===== src/rtl/prps_pkg.sv =====
// Shared types, constants and control structures of the periodic request poll scheduler.
package prps_pkg;

  localparam int unsigned MAX_REQUESTS_DEF = 8;

  localparam int unsigned OPC_W    = 3;
  localparam int unsigned TAG_W    = 16;
  localparam int unsigned PERIOD_W = 16;

  // Smallest period a request may have; shorter periods are raised to it.
  localparam logic [PERIOD_W-1:0] PERIOD_FLOOR = 16'd5;

  typedef enum logic [OPC_W-1:0] {
    OP_ADD    = 3'd0,
    OP_TICK   = 3'd1,
    OP_TXDONE = 3'd2,
    OP_STOP   = 3'd3,
    OP_CLEAR  = 3'd4,
    OP_START  = 3'd5
  } opcode_t;

  localparam logic EV_SENT   = 1'b0;
  localparam logic EV_REJECT = 1'b1;

  // One request as it sits in the priority list.
  typedef struct packed {
    logic [TAG_W-1:0]    tag;
    logic [PERIOD_W-1:0] period;
    logic                reply_flag;
    logic [PERIOD_W-1:0] countdown;
  } entry_t;

  // Commands from the controller to the datapath.
  typedef struct packed {
    logic load_new;
    logic count_inc;
    logic count_zero;
    logic queue_clear;
    logic run_set;
    logic run_clr;
    logic ready_set;
    logic p_zero;
    logic p_dec;
    logic p_inc;
    logic rd_p;
    logic rd_pm1;
    logic rd_fifo;
    logic wr_new;
    logic wr_shift;
    logic wr_reload;
    logic wr_tick;
    logic fifo_rd;
    logic out_tx;
    logic out_rej;
  } dp_cmd_t;

  // Status from the datapath to the controller.
  typedef struct packed {
    logic p_zero;
    logic p_at_count;
    logic full;
    logic shift_go;
    logic can_tx;
    logic running;
    logic out_free;
  } dp_sts_t;

endpackage


===== src/rtl/prps_in_if.sv =====
// Input channel of the scheduler: one command item per transfer.
interface prps_in_if;
  logic                          valid;
  logic                          ready;
  logic [prps_pkg::OPC_W-1:0]    opcode;
  logic [prps_pkg::TAG_W-1:0]    request_tag;
  logic [prps_pkg::PERIOD_W-1:0] period_ticks;
  logic                          reply_flag;

  modport source (output valid, opcode, request_tag, period_ticks, reply_flag, input ready);
  modport sink (input valid, opcode, request_tag, period_ticks, reply_flag, output ready);
endinterface


===== src/rtl/prps_out_if.sv =====
// Result channel of the scheduler: one event per transfer.
interface prps_out_if;
  logic                       valid;
  logic                       ready;
  logic                       event_kind;
  logic [prps_pkg::TAG_W-1:0] sent_tag;
  logic                       sent_reply_flag;

  modport source (output valid, event_kind, sent_tag, sent_reply_flag, input ready);
  modport sink (input valid, event_kind, sent_tag, sent_reply_flag, output ready);
endinterface


===== src/rtl/prps_dp.sv =====
// Datapath: request list memory, pending queue, counters and the output register.
module prps_dp #(
  parameter int unsigned MAX_REQUESTS = prps_pkg::MAX_REQUESTS_DEF
) (
  input  logic                          clk,
  input  logic                          rst_n,
  input  prps_pkg::dp_cmd_t             cmd,
  output prps_pkg::dp_sts_t             sts,
  input  logic [prps_pkg::TAG_W-1:0]    new_tag,
  input  logic [prps_pkg::PERIOD_W-1:0] new_period,
  input  logic                          new_wait,
  input  logic                          out_ready,
  output logic                          out_valid,
  output logic                          out_event_kind,
  output logic [prps_pkg::TAG_W-1:0]    out_sent_tag,
  output logic                          out_sent_reply_flag
);
  import prps_pkg::*;

  localparam int unsigned IDX_W = (MAX_REQUESTS > 1) ? $clog2(MAX_REQUESTS) : 1;
  localparam int unsigned CNT_W = $clog2(MAX_REQUESTS + 1);
  localparam logic [CNT_W-1:0] CNT_MAX  = CNT_W'(MAX_REQUESTS);
  localparam logic [IDX_W-1:0] IDX_LAST = IDX_W'(MAX_REQUESTS - 1);
  localparam logic [CNT_W:0]   SUM_MAX  = (CNT_W + 1)'(MAX_REQUESTS);

  entry_t            ent_mem [MAX_REQUESTS];
  logic [IDX_W-1:0]  fifo_mem [MAX_REQUESTS];

  logic [CNT_W-1:0]        count_r, count_nxt;
  logic [CNT_W-1:0]        p_r, p_nxt;
  logic [IDX_W-1:0]        head_r, head_nxt;
  logic [CNT_W-1:0]        fill_r, fill_nxt;
  logic [MAX_REQUESTS-1:0] mark_r, mark_nxt;
  logic                    running_r, running_nxt;
  logic                    txrdy_r, txrdy_nxt;
  logic                    out_valid_r, out_valid_nxt;

  entry_t            new_r;
  entry_t            ent_rd_r;
  logic [IDX_W-1:0]  fifo_rd_r;
  logic              out_kind_r;
  logic [TAG_W-1:0]  out_tag_r;
  logic              out_wait_r;

  logic [IDX_W-1:0]    p_idx;
  logic [CNT_W-1:0]    p_m1;
  logic [IDX_W-1:0]    rd_addr;
  logic                ent_re;
  logic                ent_we;
  entry_t              ent_wd;
  logic [CNT_W:0]      tail_sum;
  logic [CNT_W:0]      tail_wrap;
  logic [IDX_W-1:0]    tail_idx;
  logic [IDX_W-1:0]    head_inc;
  logic [PERIOD_W-1:0] period_clamped;
  logic                expired;
  logic                append;

  assign p_idx    = p_r[IDX_W-1:0];
  assign p_m1     = p_r - 1'b1;
  assign tail_sum = (CNT_W + 1)'(head_r) + (CNT_W + 1)'(fill_r);
  assign tail_wrap = tail_sum - SUM_MAX;
  assign tail_idx = (tail_sum >= SUM_MAX) ? tail_wrap[IDX_W-1:0] : tail_sum[IDX_W-1:0];
  assign head_inc = (head_r == IDX_LAST) ? '0 : head_r + 1'b1;
  assign period_clamped = (new_period < PERIOD_FLOOR) ? PERIOD_FLOOR : new_period;
  assign expired  = (ent_rd_r.countdown <= 16'd1);
  assign append   = cmd.wr_tick && expired && !mark_r[p_idx] && (fill_r != CNT_MAX);

  // Entry read address and write data.
  always_comb begin
    ent_re  = cmd.rd_p | cmd.rd_pm1 | cmd.rd_fifo;
    rd_addr = p_idx;
    if (cmd.rd_pm1) begin
      rd_addr = p_m1[IDX_W-1:0];
    end else if (cmd.rd_fifo) begin
      rd_addr = fifo_rd_r;
    end
    ent_we = cmd.wr_new | cmd.wr_shift | cmd.wr_reload | cmd.wr_tick;
    ent_wd = ent_rd_r;
    if (cmd.wr_new) begin
      ent_wd = new_r;
    end else if (cmd.wr_reload) begin
      ent_wd.countdown = ent_rd_r.period;
    end else if (cmd.wr_tick) begin
      ent_wd.countdown = expired ? ent_rd_r.period : ent_rd_r.countdown - 1'b1;
    end
  end

  always_ff @(posedge clk) begin
    if (ent_we) begin
      ent_mem[p_idx] <= ent_wd;
    end
    if (ent_re) begin
      ent_rd_r <= ent_mem[rd_addr];
    end
  end

  always_ff @(posedge clk) begin
    if (append) begin
      fifo_mem[tail_idx] <= p_idx;
    end
    if (cmd.fifo_rd) begin
      fifo_rd_r <= fifo_mem[head_r];
    end
  end

  always_comb begin
    count_nxt     = count_r;
    p_nxt         = p_r;
    head_nxt      = head_r;
    fill_nxt      = fill_r;
    mark_nxt      = mark_r;
    running_nxt   = running_r;
    txrdy_nxt     = txrdy_r;
    out_valid_nxt = out_valid_r && !out_ready;

    if (cmd.count_zero) begin
      count_nxt = '0;
    end else if (cmd.count_inc) begin
      count_nxt = count_r + 1'b1;
    end

    if (cmd.load_new) begin
      p_nxt = count_r;
    end else if (cmd.p_zero) begin
      p_nxt = '0;
    end else if (cmd.p_dec) begin
      p_nxt = p_m1;
    end else if (cmd.p_inc) begin
      p_nxt = p_r + 1'b1;
    end

    if (cmd.queue_clear) begin
      head_nxt = '0;
      fill_nxt = '0;
      mark_nxt = '0;
    end else if (append) begin
      fill_nxt        = fill_r + 1'b1;
      mark_nxt[p_idx] = 1'b1;
    end else if (cmd.out_tx) begin
      head_nxt            = head_inc;
      fill_nxt            = fill_r - 1'b1;
      mark_nxt[fifo_rd_r] = 1'b0;
    end

    if (cmd.run_set) begin
      running_nxt = 1'b1;
    end else if (cmd.run_clr) begin
      running_nxt = 1'b0;
    end

    if (cmd.ready_set) begin
      txrdy_nxt = 1'b1;
    end else if (cmd.out_tx) begin
      txrdy_nxt = 1'b0;
    end

    if (cmd.out_tx || cmd.out_rej) begin
      out_valid_nxt = 1'b1;
    end
  end

  always_ff @(posedge clk) begin
    if (!rst_n) begin
      count_r     <= '0;
      p_r         <= '0;
      head_r      <= '0;
      fill_r      <= '0;
      mark_r      <= '0;
      running_r   <= 1'b0;
      txrdy_r     <= 1'b1;
      out_valid_r <= 1'b0;
    end else begin
      count_r     <= count_nxt;
      p_r         <= p_nxt;
      head_r      <= head_nxt;
      fill_r      <= fill_nxt;
      mark_r      <= mark_nxt;
      running_r   <= running_nxt;
      txrdy_r     <= txrdy_nxt;
      out_valid_r <= out_valid_nxt;
    end
  end

  always_ff @(posedge clk) begin
    if (cmd.load_new) begin
      new_r.tag        <= new_tag;
      new_r.period     <= period_clamped;
      new_r.reply_flag <= new_wait;
      new_r.countdown  <= period_clamped;
    end
    if (cmd.out_tx) begin
      out_kind_r <= EV_SENT;
      out_tag_r  <= ent_rd_r.tag;
      out_wait_r <= ent_rd_r.reply_flag;
    end else if (cmd.out_rej) begin
      out_kind_r <= EV_REJECT;
      out_tag_r  <= '0;
      out_wait_r <= 1'b0;
    end
  end

  assign sts.p_zero     = (p_r == '0);
  assign sts.p_at_count = (p_r == count_r);
  assign sts.full       = (count_r == CNT_MAX);
  assign sts.shift_go   = (ent_rd_r.period <= new_r.period);
  assign sts.can_tx     = running_r && txrdy_r && (fill_r != '0);
  assign sts.running    = running_r;
  assign sts.out_free   = !out_valid_r || out_ready;

  assign out_valid           = out_valid_r;
  assign out_event_kind      = out_kind_r;
  assign out_sent_tag        = out_tag_r;
  assign out_sent_reply_flag = out_wait_r;

endmodule


===== src/rtl/prps_ctrl.sv =====
// Controller: sequences list insertion, countdown passes and transmission.
module prps_ctrl (
  input  logic                       clk,
  input  logic                       rst_n,
  input  logic                       in_valid,
  output logic                       in_ready,
  input  logic [prps_pkg::OPC_W-1:0] in_opcode,
  input  prps_pkg::dp_sts_t          sts,
  output prps_pkg::dp_cmd_t          cmd
);
  import prps_pkg::*;

  typedef enum logic [10:0] {
    S_IDLE     = 11'b000_0000_0001,
    S_SHIFT_RD = 11'b000_0000_0010,
    S_SHIFT_WR = 11'b000_0000_0100,
    S_RST_RD   = 11'b000_0000_1000,
    S_RST_WR   = 11'b000_0001_0000,
    S_TICK_RD  = 11'b000_0010_0000,
    S_TICK_WR  = 11'b000_0100_0000,
    S_TX_CHK   = 11'b000_1000_0000,
    S_TX_FIFO  = 11'b001_0000_0000,
    S_EMIT_TX  = 11'b010_0000_0000,
    S_EMIT_REJ = 11'b100_0000_0000
  } state_t;

  state_t  state_r, state_nxt;
  opcode_t opc;

  assign opc      = opcode_t'(in_opcode);
  assign in_ready = (state_r == S_IDLE);

  always_comb begin
    state_nxt = state_r;
    cmd       = '0;
    case (state_r)
      S_IDLE: begin
        if (in_valid) begin
          case (opc)
            OP_ADD: begin
              if (sts.full) begin
                state_nxt = S_EMIT_REJ;
              end else begin
                cmd.load_new  = 1'b1;
                cmd.count_inc = 1'b1;
                state_nxt     = S_SHIFT_RD;
              end
            end
            OP_TICK: begin
              if (sts.running) begin
                cmd.p_zero = 1'b1;
                state_nxt  = S_TICK_RD;
              end
            end
            OP_TXDONE: begin
              cmd.ready_set = 1'b1;
              state_nxt     = S_TX_CHK;
            end
            OP_STOP: begin
              cmd.queue_clear = 1'b1;
              cmd.run_clr     = 1'b1;
            end
            OP_CLEAR: begin
              cmd.queue_clear = 1'b1;
              cmd.run_clr     = 1'b1;
              cmd.count_zero  = 1'b1;
            end
            OP_START: begin
              cmd.queue_clear = 1'b1;
              cmd.run_set     = 1'b1;
              cmd.p_zero      = 1'b1;
              state_nxt       = S_RST_RD;
            end
            default: begin
            end
          endcase
        end
      end
      S_SHIFT_RD: begin
        if (sts.p_zero) begin
          cmd.wr_new      = 1'b1;
          cmd.queue_clear = 1'b1;
          cmd.run_set     = 1'b1;
          cmd.p_zero      = 1'b1;
          state_nxt       = S_RST_RD;
        end else begin
          cmd.rd_pm1 = 1'b1;
          state_nxt  = S_SHIFT_WR;
        end
      end
      S_SHIFT_WR: begin
        if (sts.shift_go) begin
          cmd.wr_shift = 1'b1;
          cmd.p_dec    = 1'b1;
          state_nxt    = S_SHIFT_RD;
        end else begin
          cmd.wr_new      = 1'b1;
          cmd.queue_clear = 1'b1;
          cmd.run_set     = 1'b1;
          cmd.p_zero      = 1'b1;
          state_nxt       = S_RST_RD;
        end
      end
      S_RST_RD: begin
        if (sts.p_at_count) begin
          state_nxt = S_IDLE;
        end else begin
          cmd.rd_p  = 1'b1;
          state_nxt = S_RST_WR;
        end
      end
      S_RST_WR: begin
        cmd.wr_reload = 1'b1;
        cmd.p_inc     = 1'b1;
        state_nxt     = S_RST_RD;
      end
      S_TICK_RD: begin
        if (sts.p_at_count) begin
          state_nxt = S_TX_CHK;
        end else begin
          cmd.rd_p  = 1'b1;
          state_nxt = S_TICK_WR;
        end
      end
      S_TICK_WR: begin
        cmd.wr_tick = 1'b1;
        cmd.p_inc   = 1'b1;
        state_nxt   = S_TICK_RD;
      end
      S_TX_CHK: begin
        if (sts.can_tx) begin
          cmd.fifo_rd = 1'b1;
          state_nxt   = S_TX_FIFO;
        end else begin
          state_nxt = S_IDLE;
        end
      end
      S_TX_FIFO: begin
        cmd.rd_fifo = 1'b1;
        state_nxt   = S_EMIT_TX;
      end
      S_EMIT_TX: begin
        if (sts.out_free) begin
          cmd.out_tx = 1'b1;
          state_nxt  = S_IDLE;
        end
      end
      S_EMIT_REJ: begin
        if (sts.out_free) begin
          cmd.out_rej = 1'b1;
          state_nxt   = S_IDLE;
        end
      end
      default: begin
        state_nxt = S_IDLE;
      end
    endcase
  end

  always_ff @(posedge clk) begin
    if (!rst_n) begin
      state_r <= S_IDLE;
    end else begin
      state_r <= state_nxt;
    end
  end

endmodule


===== src/rtl/periodic_request_poll_scheduler_unit.sv =====
// Top level of the periodic request poll scheduler.
// The scheduler holds up to MAX_REQUESTS periodic requests in a list ordered by
// descending period, where a new request goes ahead of older ones with the same
// period and periods below five ticks are raised to five. Each input transfer is
// a command: add, tick, transmit done, stop, clear all or start. An add, or a
// start, reloads every countdown, empties the pending queue and enters run; a
// tick counts every request down in list order and queues each expired one that
// is not already pending; while running, the oldest pending request is sent
// whenever the transmitter is free, and transmit done frees it again. An add to a
// full list produces a reject event instead. The block works on one command at a
// time, and every request list access goes through a single-port memory with a
// registered read, so a pass over the list takes a read state and a write state
// for each stored request. Stop, clear all, the unused codes and a tick while
// stopped make no pass. A tick in run makes one countdown pass and then checks
// whether to send a request. An add first moves entries down to open a gap in
// the list and then makes a reload pass over the countdowns; an add to a full
// list only emits a reject; start makes a reload pass. Transmit done checks
// whether to send. A finished event waits in an output register, so the next
// command is taken while the previous event has not been collected; the block
// only stalls when a second event is ready before the first is taken.
module periodic_request_poll_scheduler_unit #(
  parameter int unsigned MAX_REQUESTS = prps_pkg::MAX_REQUESTS_DEF
) (
  input logic        clk,
  input logic        rst_n,
  prps_in_if.sink    in_chan,
  prps_out_if.source out_chan
);
  import prps_pkg::*;

  dp_cmd_t cmd;
  dp_sts_t sts;

  // The controller owns the input handshake; the datapath owns the output
  // register, so a waiting event stalls input only if a second event is ready.
  prps_ctrl u_ctrl (
    .clk       (clk),
    .rst_n     (rst_n),
    .in_valid  (in_chan.valid),
    .in_ready  (in_chan.ready),
    .in_opcode (in_chan.opcode),
    .sts       (sts),
    .cmd       (cmd)
  );

  // The datapath keeps the request list, the pending queue with its per-request
  // pending marks, the run and transmitter-ready flags and the event register.
  prps_dp #(
    .MAX_REQUESTS (MAX_REQUESTS)
  ) u_dp (
    .clk                 (clk),
    .rst_n               (rst_n),
    .cmd                 (cmd),
    .sts                 (sts),
    .new_tag             (in_chan.request_tag),
    .new_period          (in_chan.period_ticks),
    .new_wait            (in_chan.reply_flag),
    .out_ready           (out_chan.ready),
    .out_valid           (out_chan.valid),
    .out_event_kind      (out_chan.event_kind),
    .out_sent_tag        (out_chan.sent_tag),
    .out_sent_reply_flag (out_chan.sent_reply_flag)
  );

endmodule


===== src/flat_wrapper.sv =====
// flat-port wrapper written by rule: the top's interface ports become plain ports
module periodic_request_poll_scheduler_unit_flat import prps_pkg::*;
#(
  parameter int unsigned MAX_REQUESTS = prps_pkg::MAX_REQUESTS_DEF
)
  (clk, rst_n, in_chan_valid, in_chan_opcode, in_chan_request_tag, in_chan_period_ticks, in_chan_reply_flag, in_chan_ready, out_chan_valid, out_chan_event_kind, out_chan_sent_tag, out_chan_sent_reply_flag, out_chan_ready);
  prps_in_if in_chan_i ();
  prps_out_if out_chan_i ();
  input logic clk;
  input logic rst_n;
  input wire logic [$bits(in_chan_i.valid)-1:0] in_chan_valid;
  input wire logic [$bits(in_chan_i.opcode)-1:0] in_chan_opcode;
  input wire logic [$bits(in_chan_i.request_tag)-1:0] in_chan_request_tag;
  input wire logic [$bits(in_chan_i.period_ticks)-1:0] in_chan_period_ticks;
  input wire logic [$bits(in_chan_i.reply_flag)-1:0] in_chan_reply_flag;
  output wire logic [$bits(in_chan_i.ready)-1:0] in_chan_ready;
  output wire logic [$bits(out_chan_i.valid)-1:0] out_chan_valid;
  output wire logic [$bits(out_chan_i.event_kind)-1:0] out_chan_event_kind;
  output wire logic [$bits(out_chan_i.sent_tag)-1:0] out_chan_sent_tag;
  output wire logic [$bits(out_chan_i.sent_reply_flag)-1:0] out_chan_sent_reply_flag;
  input wire logic [$bits(out_chan_i.ready)-1:0] out_chan_ready;
  assign in_chan_i.valid = in_chan_valid;
  assign in_chan_i.opcode = in_chan_opcode;
  assign in_chan_i.request_tag = in_chan_request_tag;
  assign in_chan_i.period_ticks = in_chan_period_ticks;
  assign in_chan_i.reply_flag = in_chan_reply_flag;
  assign in_chan_ready = in_chan_i.ready;
  assign out_chan_valid = out_chan_i.valid;
  assign out_chan_event_kind = out_chan_i.event_kind;
  assign out_chan_sent_tag = out_chan_i.sent_tag;
  assign out_chan_sent_reply_flag = out_chan_i.sent_reply_flag;
  assign out_chan_i.ready = out_chan_ready;
  periodic_request_poll_scheduler_unit #(.MAX_REQUESTS(MAX_REQUESTS)) u_core (.clk(clk), .rst_n(rst_n), .in_chan(in_chan_i), .out_chan(out_chan_i));
endmodule

===== config.mk =====
export PLATFORM = sky130hd
export DESIGN_NAME = periodic_request_poll_scheduler_unit_flat
export DESIGN_NICKNAME = d
export VERILOG_FILES = /design/src/rtl/prps_pkg.sv /design/src/rtl/prps_in_if.sv /design/src/rtl/prps_out_if.sv /design/src/rtl/prps_dp.sv /design/src/rtl/prps_ctrl.sv /design/src/rtl/periodic_request_poll_scheduler_unit.sv /design/src/flat_wrapper.sv
export SDC_FILE = /design/constraint.sdc
export NUM_CORES = 1
export LEC_CHECK = 0
export ABC_AREA = 1
export BUFFER_PORTS_ARGS = -buffer_cell sky130_fd_sc_hd__buf_2
export CAP_MARGIN = 10
export CELL_PAD_IN_SITES_DETAIL_PLACEMENT = 2
export CELL_PAD_IN_SITES_GLOBAL_PLACEMENT = 2
export CORE_AREA = 5 5 248 250
export DETAILED_ROUTE_END_ITERATION = 8
export DIE_AREA = 0 0 253 255
export GPL_TIMING_DRIVEN = 0
export HOLD_SLACK_MARGIN = 0.03
export PLACE_DENSITY_LB_ADDON = 0.3
export SLEW_MARGIN = 15
export SYNTH_ARGS = -nofsm -noshare
export SYNTH_HDL_FRONTEND = slang
export SYNTH_SLANG_ARGS = --single-unit

===== constraint.sdc =====
create_clock -name clk -period 8.6 [get_ports clk]
set_input_delay 0.43 -clock clk [delete_from_list [all_inputs] [get_ports clk]]
set_output_delay 0.43 -clock clk [all_outputs]
set_load 0.005 [all_outputs]

==> results of run 1 <==
-- layout by cell type (no fill, tap or decap), types with 26 or more instances in the layout --
cell type / count
nand2_1: 583
edfxtp_1: 518
inv_1: 316
o21ai_0: 157
o211ai_1: 142
buf_2: 140
nor2_1: 120
clkbuf_16: 61
nand3_1: 54
clkbuf_1: 48
a21oi_1: 38
dfxtp_1: 38
nor3_1: 29
ha_1: 27
o21ai_1: 26
-- layer usage --
metal	share of wire, %	vias up	global-route usage, %
met5	0	-	0
met4	5.8	0	14.5
met3	5.9	253	4.27
met2	50	755	49.9
met1	39	9638	34.5
li1	-	8166	-
-- final cells by class --
| class | instances | area (sq um) |
|---|---|---|
| Buffer | 111 | 553 |
| Inverter | 323 | 1210 |
| Tap cell | 773 | 967 |
| Timing Repair Buffer | 134 | 1060 |
| Clock buffer | 72 | 1570 |
| Clock inverter | 39 | 343 |
| Fill cell | 6069 | 30300 |
| Multi-Input combinational cell | 1284 | 6510 |
| Sequential cell | 556 | 16300 |
-- what timing repair did --
action	4_1_cts	5_1_grt
endpoints found under the hold margin	20	0
hold buffers	20	0
setup buffers	0	0
-- registers in the layout, indices dropped and copies added, names as in the netlist, 3 cells and up --
| name | flops |
|---|---|
| u_core.u_dp.ent_mem | 392 |
| u_core.u_dp.ent_rd_r | 49 |
| u_core.u_dp.count_r | 4 |
| u_core.u_dp.new_r | 33 |
| u_core.u_dp.fifo_mem | 24 |
| u_core.u_dp.fifo_rd_r | 3 |
| u_core.u_ctrl.state_r | 11 |
| u_core.u_dp.head_r | 3 |
| u_core.u_dp.p_r | 4 |
| u_core.u_dp.fill_r | 4 |
| u_core.u_dp.out_sent_tag | 16 |
| u_core.u_dp.mark_r | 8 |
-- per-stage QoR --
| step | hold WS [ns] | worst slack (ns) | power (mW) | instance area [sq um] |
|---|---|---|---|---|
| 2_1_floorplan | 0.434 | 1.76 | 3.79 | 24500 |
| 3_3_place_gp | 0.452 | -4.28 | 4.18 | 25800 |
| 3_5_place_dp | 0.473 | 3.81 | 4.29 | 26400 |
| 4_1_cts | 0.0319 | 3.72 | 6.89 | 28500 |
| 5_1_grt | 0.0475 | 3.44 | 7.11 | 28500 |
| 6_report | 0.0339 | 3.63 | 6.87 | 28500 |
-- worst max-delay path: stages, from the launching register on --
cell      delay, ns
edfxtp_1       0.57
ha_1           0.43
nand2_1        0.11
nor3_1         0.28
nand3_1        0.26
nand2_1        0.22
nand2_1        0.15
nand2_1        0.24
nor2_1         0.27
nor4_2         0.74
buf_2          0.40
buf_2          0.30
buf_2          0.27
buf_4          0.21
buf_4          0.17
-- cells by family after synthesis --
| family | Yosys count | share of synthesized area (%) |
|---|---|---|
| fa+ha+maj | 29 | 1.54 |
| buf+inv | 434 | 7.20 |
| simple gates | 823 | 13.5 |
| xor+xnor | 16 | 0.572 |
| compound gates | 416 | 10.7 |
| flops | 556 | 66.5 |
-- worst max-delay path by stage --
stage | start | end | cells past startpoint
after floorplan | u_core.u_dp.ent_rd_r[32]$_DFFE_PP_ | u_core.u_dp.ent_mem[5][0]$_DFFE_PP_ | 9
after global placement | u_core.u_dp.ent_rd_r[32]$_DFFE_PP_ | u_core.u_dp.ent_mem[4][38]$_DFFE_PP_ | 9
after detailed placement | u_core.u_dp.ent_rd_r[30]$_DFFE_PP_ | u_core.u_dp.ent_mem[5][39]$_DFFE_PP_ | 14
after CTS | u_core.u_dp.ent_rd_r[30]$_DFFE_PP_ | u_core.u_dp.ent_mem[5][38]$_DFFE_PP_ | 14
after global routing | u_core.u_dp.ent_rd_r[30]$_DFFE_PP_ | u_core.u_dp.ent_mem[5][38]$_DFFE_PP_ | 14
final | u_core.u_dp.ent_rd_r[30]$_DFFE_PP_ | u_core.u_dp.ent_mem[5][38]$_DFFE_PP_ | 14
-- report_power, final --
| group | leakage, nW | switching, mW | total, mW | internal [mW] |
|---|---|---|---|---|
| combinational | 5.56 | 0.894 | 1.20 | 0.308 |
| sequential | 4.97 | 0.0380 | 3.08 | 3.04 |
| clock | 0.947 | 1.14 | 2.59 | 1.45 |
| total | 11.5 | 2.07 | 6.87 | 4.80 |
==> results.cfg, run 1 <==
[placement]
portBuffers = 58
dp_hpwl_mm = 63.8
place.gp.congestion = 0.889
dp_cells = 3161

[global_routing]
grt_max_degree = 21
grtUsageTotal_pct = 28.5
antenna_found_initial = 2
grt_pass1_vias = 21200
grt_pass1_wl_mm = 137
overflow = 0

[setup_path]
rr_worst_depth = 14
rrSetupSlack_ns = 3.63
cp_max_fo = 8
critPathArrivalTime_ns = 5.32
r2r_end = u_core.u_dp.ent_mem[5][38]$_DFFE_PP_
cp.required_ns = 8.95
r2r-start = u_core.u_dp.ent_rd_r[30]$_DFFE_PP_
worstSetupStartpointType = register
crit_type = reg -> reg
crit_path_end_kind = register

[clock_tree]
cts_made_buffers = 61
cts.path.max_buffers = 3
root_buffer = clkbuf_16
cts-resized-gates = 0
cts_tree = built
clkSinkCount = 556
clkTransAtPathRegs_ns = 0.08
clk_latency_ns = 0.67
cts_max_level = 2

[sta]
slew_headroom_pct = 18.9
setup_viol = 0
finClkSkew_ns = 0.0629
setup_tns_ns = 0
min_period_over_period_pct = 57.8
rsz0062_at_grt = no
drv_slew = 0
hold_viol = 0
worst_slew_pin_slew_ns = 1.20
max_clock_freq_mhz = 201
finalCriticalPeriod_ns = 4.97

[pwr]
power_density_nw_per_um2 = 241
irDropWorstVdd_v = 0.000180
p_leak_nw = 11.5

[cells_and_area]
areaGrowthSynthToFinish_pct = 16.4
final_util_pct = 48.5
drive_gt1_share_pct = 12.4
diodes = 0
fin_cells = 3292
fin_nets = 2540

[synth]
ys_ff_latch = 556
async_reset_ff_share_pct = 0
ys.flop_type = edfxtp_1
ys_warn_count = 0
synth.top_cells.by_area = edfxtp_1 63%, nand2_1 8.9%, inv_1 4.9%, o211ai_1 4.3%, o21ai_0 3.3%
yosys.area.top_type_share_pct = 63.4
synth-edff-count = 518
ys_types = 45
yosysSeqAreaShare_pct = 66.5
syn_avg_cell_area_sq_um = 10.8
syn_area_sq_um = 24500
synth_nets = 2343
synth_top_cell_by_area = edfxtp_1
syn_inst = 2274
synth_most_common_cell = nand2_1
ys_top_cells_by_count = 583 x nand2_1, 518 x edfxtp_1, 317 x inv_1, 164 x o21ai_0, 142 x o211ai_1

[floorplanning]
dieArea_sq_um = 64500
coreArea_sq_um = 58800
die_h_um = 255
ios = 60
rows = 89
fp.dieW_um = 253
start_util_pct = 41.7

[hold_path]
holdCritStartpoint = in_chan_period_ticks[2]
min_to = u_core.u_dp.new_r[2]$_SDFFCE_PN1P_
hp-class = in -> reg
min_path_cells = 3

[run_status]
status = finished clean

[job]
cap_viol_max_count = 0

[route]
ant_nets = 0
drt-wirelength-per-cell_um = 28.2
drc = 0
drt_iter0_markers = 1862
via_count = 18800
via_per_inst = 5.71
wirelength_mm = 92.8
first_pass_iters = 5
No activity file was read; power rests on OpenSTA's default activity.
==> run 2, diff against run 1 <==
--- a/config.mk
+++ b/config.mk
@@ -5,14 +5,14 @@
 export SDC_FILE = /design/constraint.sdc
 export NUM_CORES = 1
 export LEC_CHECK = 0
-export ABC_AREA = 1
+export ABC_AREA = 0
 export BUFFER_PORTS_ARGS = -buffer_cell sky130_fd_sc_hd__buf_2
 export CAP_MARGIN = 10
 export CELL_PAD_IN_SITES_DETAIL_PLACEMENT = 2
 export CELL_PAD_IN_SITES_GLOBAL_PLACEMENT = 2
-export CORE_AREA = 5 5 248 250
+export CORE_AREA = 5 5 230 232
 export DETAILED_ROUTE_END_ITERATION = 8
-export DIE_AREA = 0 0 253 255
+export DIE_AREA = 0 0 235 237
 export GPL_TIMING_DRIVEN = 0
 export HOLD_SLACK_MARGIN = 0.03
 export PLACE_DENSITY_LB_ADDON = 0.3
==> constraint.sdc (replaced) <==
create_clock -name clk -period 4.9 [get_ports clk]
set_input_delay 0.245 -clock clk [delete_from_list [all_inputs] [get_ports clk]]
set_output_delay 0.245 -clock clk [all_outputs]
set_load 0.005 [all_outputs]
==> results.cfg, run 2 <==
[run_status]
status = finished clean

[synth]
ys_warn_count = 0
syn_inst = 1507
ys_ff_latch = 556
syn_avg_cell_area_sq_um = 15.6
yosysSeqAreaShare_pct = 69.6
syn_area_sq_um = 23400
ys_types = 75
synth_most_common_cell = edfxtp_1
async_reset_ff_share_pct = 0
ys.flop_type = edfxtp_1
synth.top_cells.by_area = edfxtp_1 66%, mux2i_1 4.5%, mux2_2 4.2%, dfxtp_1 3.2%, a221oi_2 2.0%
yosys.area.top_type_share_pct = 66.3
synth_nets = 1576
ys_top_cells_by_count = 518 x edfxtp_1, 105 x mux2i_1, 87 x mux2_2, 86 x nand2_1, 71 x nor2_1
synth-edff-count = 518
synth_top_cell_by_area = edfxtp_1

[setup_path]
cp.required_ns = 5.23
crit_family = compound AO/OA/AOI/OAI gates
crit_type = reg -> reg
r2r-start = u_core.u_dp.ent_rd_r[30]$_DFFE_PP_
worstSetupStartpointType = register
critical_path.max_stage_delay_ns = 0.82
rr_worst_depth = 9
rrSetupSlack_ns = 0.10
path_buf_inv = 2
critPathArrivalTime_ns = 5.12
path_cells = ha_1 -> nand4_1 -> nor4_2 -> o21ai_0 -> a311oi_2 -> nor2_1 -> buf_2 -> clkbuf_1 -> o21ai_1
crit_path_top_delay_cell = a311oi_2
crit_path_end_kind = register
cp_max_fo = 10
r2r_end = u_core.u_dp.ent_mem[2][29]$_DFFE_PP_

[cells_and_area]
multiInputGateArea_sq_um = 6660
drive_gt1_share_pct = 21.8
layout_common_cells = 518 x edfxtp_1, 105 x mux2i_1, 87 x mux2_2
seqCellArea_sq_um = 16300
fin_nets = 1753
areaGrowthSynthToFinish_pct = 17.1
nFillCells = 4433
top_register = u_core.u_dp.ent_mem
final_common_cell = edfxtp_1
diodes = 0
reg_top3 = u_core.u_dp.ent_mem (392), u_core.u_dp.ent_rd_r (49), u_core.u_dp.new_r (33)
largest_reg_flops = 392

[hold_path]
holdCritStartpoint = in_chan_period_ticks[1]
hp-class = in -> reg
min_to = u_core.u_dp.new_r[1]$_SDFFCE_PN0P_
min_path_cells = 2

[route]
via_count = 15400
ant_nets = 0
drt-wirelength-per-cell_um = 36.0
drt_iter0_markers = 1728
wirelength_mm = 86.7
via_per_inst = 6.40
drc = 0
first_pass_iters = 5

[global_routing]
antenna_found_initial = 0
grt_pass1_wl_mm = 125
grt_max_degree = 35
grt_pass1_vias = 16900
overflow = 0
grtUsageTotal_pct = 30.4

[clock_tree]
clkTransAtPathRegs_ns = 0.07
cts_max_level = 2
cts_made_buffers = 58
cts.path.max_buffers = 3
clkSinkCount = 556
cts_tree = built
root_buffer = clkbuf_16
clk_latency_ns = 0.64

[pwr]
irDropWorstVdd_v = 0.000318
power_density_nw_per_um2 = 413
total_power_mw = 11.3
p_leak_nw = 9.79

[sta]
slew_headroom_pct = 17.5
setup_viol = 0
drv_slew = 0
worst_slew_pin_slew_ns = 1.22
finClkSkew_ns = 0.0358
rsz0062_at_grt = no
min_period_over_period_pct = 97.9
hold_viol = 0
setup_tns_ns = 0
max_clock_freq_mhz = 208
finalCriticalPeriod_ns = 4.80

[placement]
place.gp.congestion = 0.836
portBuffers = 58
dp_hpwl_mm = 50.9

[floorplanning]
ios = 60
coreArea_sq_um = 50800
die_h_um = 237
rows = 83
start_util_pct = 46.2
fp.dieW_um = 235
dieArea_sq_um = 55700

[job]
cap_viol_max_count = 0
## run 2: per-stage QoR
stage | setup WS (ns) | hold slack, ns | util, % | area [sq um] | std cells
6_report | 0.102 | 0.103 | 54.1 | 27500 | 2412
5_1_grt | 0.129 | 0.0778 | 54.1 | 27500 | 2412
4_1_cts | 0.0103 | 0.0478 | 54.0 | 27400 | 2412
3_5_place_dp | -0.304 | 0.423 | 49.5 | 25100 | 2269
3_3_place_gp | -2.61 | 0.421 | 48.4 | 24600 | 2245
2_1_floorplan | 0.477 | 0.344 | - | 23500 | 1507
## run 2: layout make-up
class	count	area share, %
clock inverter	38	1.51
sequential	556	59.4
buffer	86	1.76
clock buffer	70	5.45
inverter	34	0.465
tap	680	3.10
timing repair buffer	117	4.01
multi-input combinational	831	24.3
## run 2: power by group
group | switching (mW) | internal [mW] | total [mW]
clock network | 2.09 | 2.61 | 4.69
logic | 0.862 | 0.468 | 1.33
registers | 0.0547 | 5.26 | 5.32
## run 2: worst max path at each step
stage               depth (start not counted)                              endpoint  slack (ns)                                from
detailed placement                          9  u_core.u_dp.ent_mem[1][21]$_DFFE_PP_       -0.30  u_core.u_dp.ent_rd_r[32]$_DFFE_PP_
global route                                9   u_core.u_dp.ent_mem[3][7]$_DFFE_PP_        0.13  u_core.u_dp.ent_rd_r[30]$_DFFE_PP_
global placement                            9  u_core.u_dp.ent_mem[3][23]$_DFFE_PP_       -2.61     u_core.u_dp.p_r[0]$_SDFFE_PN0P_
finish                                      9  u_core.u_dp.ent_mem[2][29]$_DFFE_PP_        0.10  u_core.u_dp.ent_rd_r[30]$_DFFE_PP_
CTS                                         9  u_core.u_dp.ent_mem[0][31]$_DFFE_PP_        0.01  u_core.u_dp.ent_rd_r[30]$_DFFE_PP_
floorplan                                   9   u_core.u_dp.ent_mem[1][0]$_DFFE_PP_        0.48     u_core.u_dp.p_r[0]$_SDFFE_PN0P_
## run 2: worst reg2reg max path, delay by kind of cell (launching register included)
kind / cells / cell delay (ns)
simple gates: 3 / 0.93
compound gates: 3 / 1.94
flops: 1 / 0.54
buf+inv: 2 / 0.67
fa+ha+maj: 1 / 0.42
## run 2: what timing repair did
action | CTS | global route
setup buffers | 0 | 0
hold buffers | 35 | 0
resized for setup | 20 | 9
endpoints found under the hold margin | 36 | 0
pin swaps | 0 | 1
setup endpoints to repair | 88 | 89
## run 2: routing by layer
| metal | global-route usage (%) | wire length, um |
|---|---|---|
| met4 | 11.7 | 3910 |
| met3 | 5.02 | 5880 |
| met2 | 53.3 | 43600 |
| met5 | 0 | 0 |
| met1 | 38.2 | 33300 |
## run 2: logic make-up after synthesis
family | share of synthesized area (%)
and+or+nand+nor | 6.80
adders and majority gates | 1.61
AOI/OAI and AO/OA | 7.79
muxes | 10.9
buffers and inverters | 2.56
DFF | 69.6
xor gates and xnor gates | 0.747
